### config.mk
export PLATFORM = sky130hd
export DESIGN_NAME = rpp_div_cell
export DESIGN_NICKNAME = d
export VERILOG_FILES = /design/src/rtl/rpp_pkg.sv /design/src/rtl/rpp_div_cell.sv
export SDC_FILE = /design/constraint.sdc
export NUM_CORES = 1
export LEC_CHECK = 0
export ABC_AREA = 1
export BUFFER_PORTS_ARGS = -buffer_cell sky130_fd_sc_hd__buf_4
export CORE_MARGIN = 2
export CORE_UTILIZATION = 42
export DETAILED_ROUTE_END_ITERATION = 6
export PLACE_DENSITY = 0.66
export SLEW_MARGIN = 40
export SYNTH_ARGS = -nofsm -noshare
export SYNTH_HDL_FRONTEND = slang
export SYNTH_SLANG_ARGS = --single-unit
### constraint.sdc
create_clock -name clk -period 1.31 [get_ports clk]
set_input_delay 0.131 -clock clk [delete_from_list [all_inputs] [get_ports clk]]
set_output_delay 0.131 -clock clk [all_outputs]
set_load 0.02 [all_outputs]
### src/rtl/rpp_pkg.sv
`timescale 1ns / 1ps
// ----------------------------------------------------------------------------
// rpp_pkg: shared types and constants for point rotation and projection
// Register indexes, pipeline word layout and divider stage count.
// ----------------------------------------------------------------------------
package rpp_pkg;
	localparam int unsigned NUM_REGS = 8;
	localparam int unsigned IDX_W    = 3;

	typedef enum logic [IDX_W-1:0] {
		REG_SIN_YAW      = 3'd0,
		REG_COS_YAW      = 3'd1,
		REG_SIN_PITCH    = 3'd2,
		REG_COS_PITCH    = 3'd3,
		REG_SIN_ROLL     = 3'd4,
		REG_COS_ROLL     = 3'd5,
		REG_OFFSET_DEPTH = 3'd6,
		REG_OFFSET_PLANE = 3'd7
	} reg_idx_t;

	localparam int unsigned DIV_W    = 32; // quotient bits resolved
	localparam int unsigned BITS_PER_CELL = 2;
	localparam int unsigned NUM_CELLS = DIV_W / BITS_PER_CELL;

	localparam logic signed [31:0] DEPTH_BIAS = 32'sd216;
	localparam logic [15:0] CENTRE_X = 16'd80;
	localparam logic [15:0] CENTRE_Y = 16'd50;
	localparam logic [15:0] NO_PROJ_VALUE = 16'd255;

	// one word travelling along the divider chain
	typedef struct packed {
		logic        vld;
		logic        zero;     // divisor was zero
		logic        neg_x;    // quotient sign of x
		logic        neg_y;
		logic [15:0] dmag;     // |d|, 16 bits suffice (|d| <= 32768)
		logic [31:0] qx;       // |x3| shifting into quotient
		logic [16:0] rx;       // partial remainder
		logic [31:0] qy;
		logic [16:0] ry;
	} div_word_t;
endpackage

### src/rtl/rpp_div_cell.sv
`timescale 1ns / 1ps
// ----------------------------------------------------------------------------
// rpp_div_cell: one cell of the divider chain
// Resolves two quotient bits for both x and y, then hands the word on.
// ----------------------------------------------------------------------------
module rpp_div_cell (
	input  logic                clk,
	input  logic                arst_n,
	input  logic                en,
	input  rpp_pkg::div_word_t  din,
	output rpp_pkg::div_word_t  dout
);
	import rpp_pkg::*;

	div_word_t nxt;

	function automatic logic [16:0] step_r(input logic [16:0] r, input logic b,
		input logic [15:0] d, output logic qb);
		logic [17:0] t;
		t = {r, b} - {2'b00, d};
		qb = ~t[17];
		return t[17] ? {r[15:0], b} : t[16:0];
	endfunction

	always_comb begin
		logic [16:0] r;
		logic [31:0] q;
		logic qb;
		nxt = din;
		r = din.rx;
		q = din.qx;
		for (int i = 0; i < BITS_PER_CELL; i++) begin
			r = step_r(r, q[31], din.dmag, qb);
			q = {q[30:0], qb};
		end
		nxt.rx = r;
		nxt.qx = q;
		r = din.ry;
		q = din.qy;
		for (int i = 0; i < BITS_PER_CELL; i++) begin
			r = step_r(r, q[31], din.dmag, qb);
			q = {q[30:0], qb};
		end
		nxt.ry = r;
		nxt.qy = q;
	end

	always_ff @(posedge clk or negedge arst_n) begin
		if (!arst_n) begin
			dout <= '0;
		end else if (en) begin
			dout <= nxt;
		end
	end
endmodule

==> impl_metrics.py <==
metrics = {
    "run_status": {
        "run_status": "complete, but fails checks",
        "violations": "DRC, setup timing",
    },
    "sta": {
        "holdWs_ps": 54.52,
        "fin_ws_ps": -2092,
        "setup_viol": 38,
        "rsz0062_at_grt": "true",
        "hold_viol_final": 0,
        "post-route-min-period_ps": 3402,
        "period_share_pct": 259.7,
        "tightestPinTransition_ps": 498.0,
        "drv_slew": 0,
        "skew_ps": 0,
        "setup-tns-final_ps": -71140,
        "slew_headroom_pct": 66.66,
        "max_freq_ghz": 0.2940,
    },
    "finish": {
        "areaGrowthSynthToFinish_pct": 94.93,
        "regMostFlops": "dout",
        "reg_top3": "dout (118)",
        "nNetsFinal": 2110,
        "largest_reg_flops": 118,
        "post-route-util_pct": 83.92,
        "drive_gt1_share_pct": 49.38,
    },
    "grt": {
        "grt_use_total_pct": 33.13,
        "grt_start_max_net_pins": 60,
        "antenna_found_initial": 1,
        "grt_overflow_total": 0,
        "grt_pass1_vias": 11290,
        "grt_pass1_wl_mm": 57.28,
    },
    "worst_setup_path": {
        "endpoint_kind": "register",
        "crit_type": "primary input to register",
        "worstPathRequired_ps": 1600,
        "crit_top_cell": "nand2_4",
        "worst-path-max-fanout": 6,
        "crit_arrival_ps": 3690,
        "r2r-start": "dout[4]",
        "r2r_slack_ps": 570,
        "r2r_end": "dout[4]",
        "crit_path_start_kind": "primary input",
        "max_stage_delay_ps": 360,
        "r2r_cells": 2,
        "crit_slowest_cell": "o21ai_2",
    },
    "drt": {
        "vias": 12230,
        "ant_nets": 0,
        "drt_iter0_markers": 912,
        "remaining_drc_errors": 1,
        "wl_per_cell_microns": 20.10,
        "first_pass_iters": 7,
        "wl_mm": 44.32,
        "avgViaCountPerCell": 5.544,
    },
    "power_and_ir_drop": {
        "pwr-share-seq_pct": 21.4,
        "ir_drop_mv": 0.8942,
        "p_switching_mw": 8.762,
        "p_sw_share_pct": 39.72,
        "pwr-share-clk_pct": 24.2,
        "power.leakage_nw": 8.784,
        "p_int_mw": 13.30,
        "power_density_nw_per_um2": 1291,
        "power.total_mw": 22.06,
        "combPwrFrac_pct": 54.4,
    },
    "synthesis": {
        "netlist_area_sq_um": 8767,
        "yosys-top-cells-count": "482 x nand2_1, 118 x dfrtp_1, 114 x inv_1",
        "avgSynthCellArea_sq_um": 7.065,
        "async_flop_share_pct": 100.0,
        "ys_types": 41,
        "yosysSeqAreaShare_pct": 33.68,
        "synth_ff_type": "dfrtp_1",
        "ys_warn_count": 0,
        "syn_nets": 1430,
        "synth_top_area_share_pct": 33.68,
        "synth-seq-cells": 118,
        "synth_area_leaders": "dfrtp_1 34%, nand2_1 21%, ha_1 9.1%, nand3_1 5.3%, inv_1 4.9%",
        "synthMostInstantiatedCell": "nand2_1",
        "synthCells": 1241,
        "synth_edf_count": 0,
        "synth_top_area_cell": "dfrtp_1",
    },
    "placement": {
        "place_hpwl_mm": 25.15,
        "routabilityCongestion": 0.9485,
        "port_buffers": 238,
    },
    "die": {
        "initial_core_util_pct": 43.05,
        "floorplan.core_area_sq_um": 20360,
        "io_pins": 239,
        "die_w_microns": 148.5,
        "fp.dieH_microns": 148.5,
        "dieArea_sq_um": 22050,
        "rows": 52,
    },
    "cts": {
        "htreeDepth": 4,
        "clock_latency_ps": 410,
        "path_clk_slew_ps": 70,
        "clockRootBuffer": "clkbuf_16",
        "cts_made_buffers": 17,
        "clock_sinks": 118,
        "cts_buffer_depth": 2,
        "cts_tree": "built",
    },
    "job": {
        "drv_cap": 0,
    },
    "worst_hold_path": {
        "min_from": "din[96]",
        "min_path_type": "primary input to register",
        "hold-path-cell-count": 4,
        "min_to": "dout[49]",
    },
}
-- per-stage QoR --
stage	cell area, sq um	cells	worst slack (ps)
floorplan	8959	1241	-2052
global placement	13330	2020	-2372
detailed placement	13330	2020	-2502
CTS	16040	2175	-1699
global route	17090	2204	-2230
finish	17090	2205	-2092
-- area by class of cell --
| cell class | count | area (sq um) |
|---|---|---|
| timing repair buffer | 693 | 5781 |
| inverter | 115 | 454.2 |
| clock buffer | 18 | 429.2 |
| antenna | 1 | 2.502 |
| tap | 270 | 337.8 |
| fill | 1058 | 3274 |
| clock inverter | 14 | 222.7 |
| sequential | 118 | 2953 |
| multi-input combinational | 976 | 6910 |
-- metal layers --
metal  GRT usage (%)  wire length [microns]
met3           7.362                   4502
met2           56.00                  20760
met5               0                      0
met4           16.33                   3237
met1           39.95                  15820
-- logic make-up (layout without fill, tap and decap cells) --
logic type,count (synthesis),count (layout),share of synthesized area [%]
XOR/XNOR,52,52,5.195
adder cells (fa/ha/maj),68,68,10.05
AND/OR/NAND/NOR,708,716,35.31
flip-flops,118,118,33.68
AO/OA/AOI/OAI,140,140,8.663
buffers and inverters,155,840,7.107
other,0,1,0
-- what timing repair did --
action                                  4_1_cts  5_1_grt
gates resized for setup                     191      162
hold buffers                                 66        0
buffers inserted                             47       30
gates cloned                                 10        3
endpoints found under the setup margin       38       38
hold endpoints to repair                    183        0
pin swaps                                    63      101
-- critical path: cells and delay by family --
| family | cells | cell delay, ps |
|---|---|---|
| adders and majority gates | 2 | 500 |
| and+or+nand+nor | 15 | 1660 |
| AOI/OAI and AO/OA | 2 | 610 |
| buffers and inverters | 6 | 760 |
-- power groups by stage --
stage	Sequential (mW)	Combinational (mW)	Clock, mW
final	4.73	12.0	5.33
after global routing	4.79	12.6	5.55
after CTS	4.71	10.2	5.37
after detailed placement	4.75	8.67	0
after global placement	4.75	8.56	0
after floorplan	5.47	3.64	0
-- placed cells by master, fill, tap and decap left out, types with 4 or more instances in the layout --
cell	n
bufinv_16	5
dlygate4sd3_1	66
o21ai_2	17
nor2_1	39
nor2_4	12
inv_1	96
clkbuf_16	18
a21oi_2	26
ha_4	45
o21ai_1	7
a21oi_1	29
xnor2_1	20
a21oi_4	16
buf_4	574
o21ai_4	5
nand3_1	57
nand2_8	10
a31oi_1	5
nand2_2	50
nand2_4	23
buf_6	28
xor2_2	4
inv_4	6
dfrtp_1	118
buf_12	17
fa_2	4
nor2_2	8
nand2_1	424
buf_8	5
nand4_1	33
ha_1	18
clkinvlp_4	4
o21ai_0	22
nand3_2	45
inv_2	11
xor2_1	27
a21o_1	4
-- worst max path at each step --
stage / start / endpoint / cells after the start
floorplan: din[99] / dout[63] / 26
global placement: din[106] / dout[17] / 23
detailed placement: din[106] / dout[64] / 26
CTS: din[107] / dout[64] / 26
global route: din[101] / dout[7] / 27
finish: din[107] / dout[7] / 25
No activity file was read; power rests on OpenSTA's default activity.
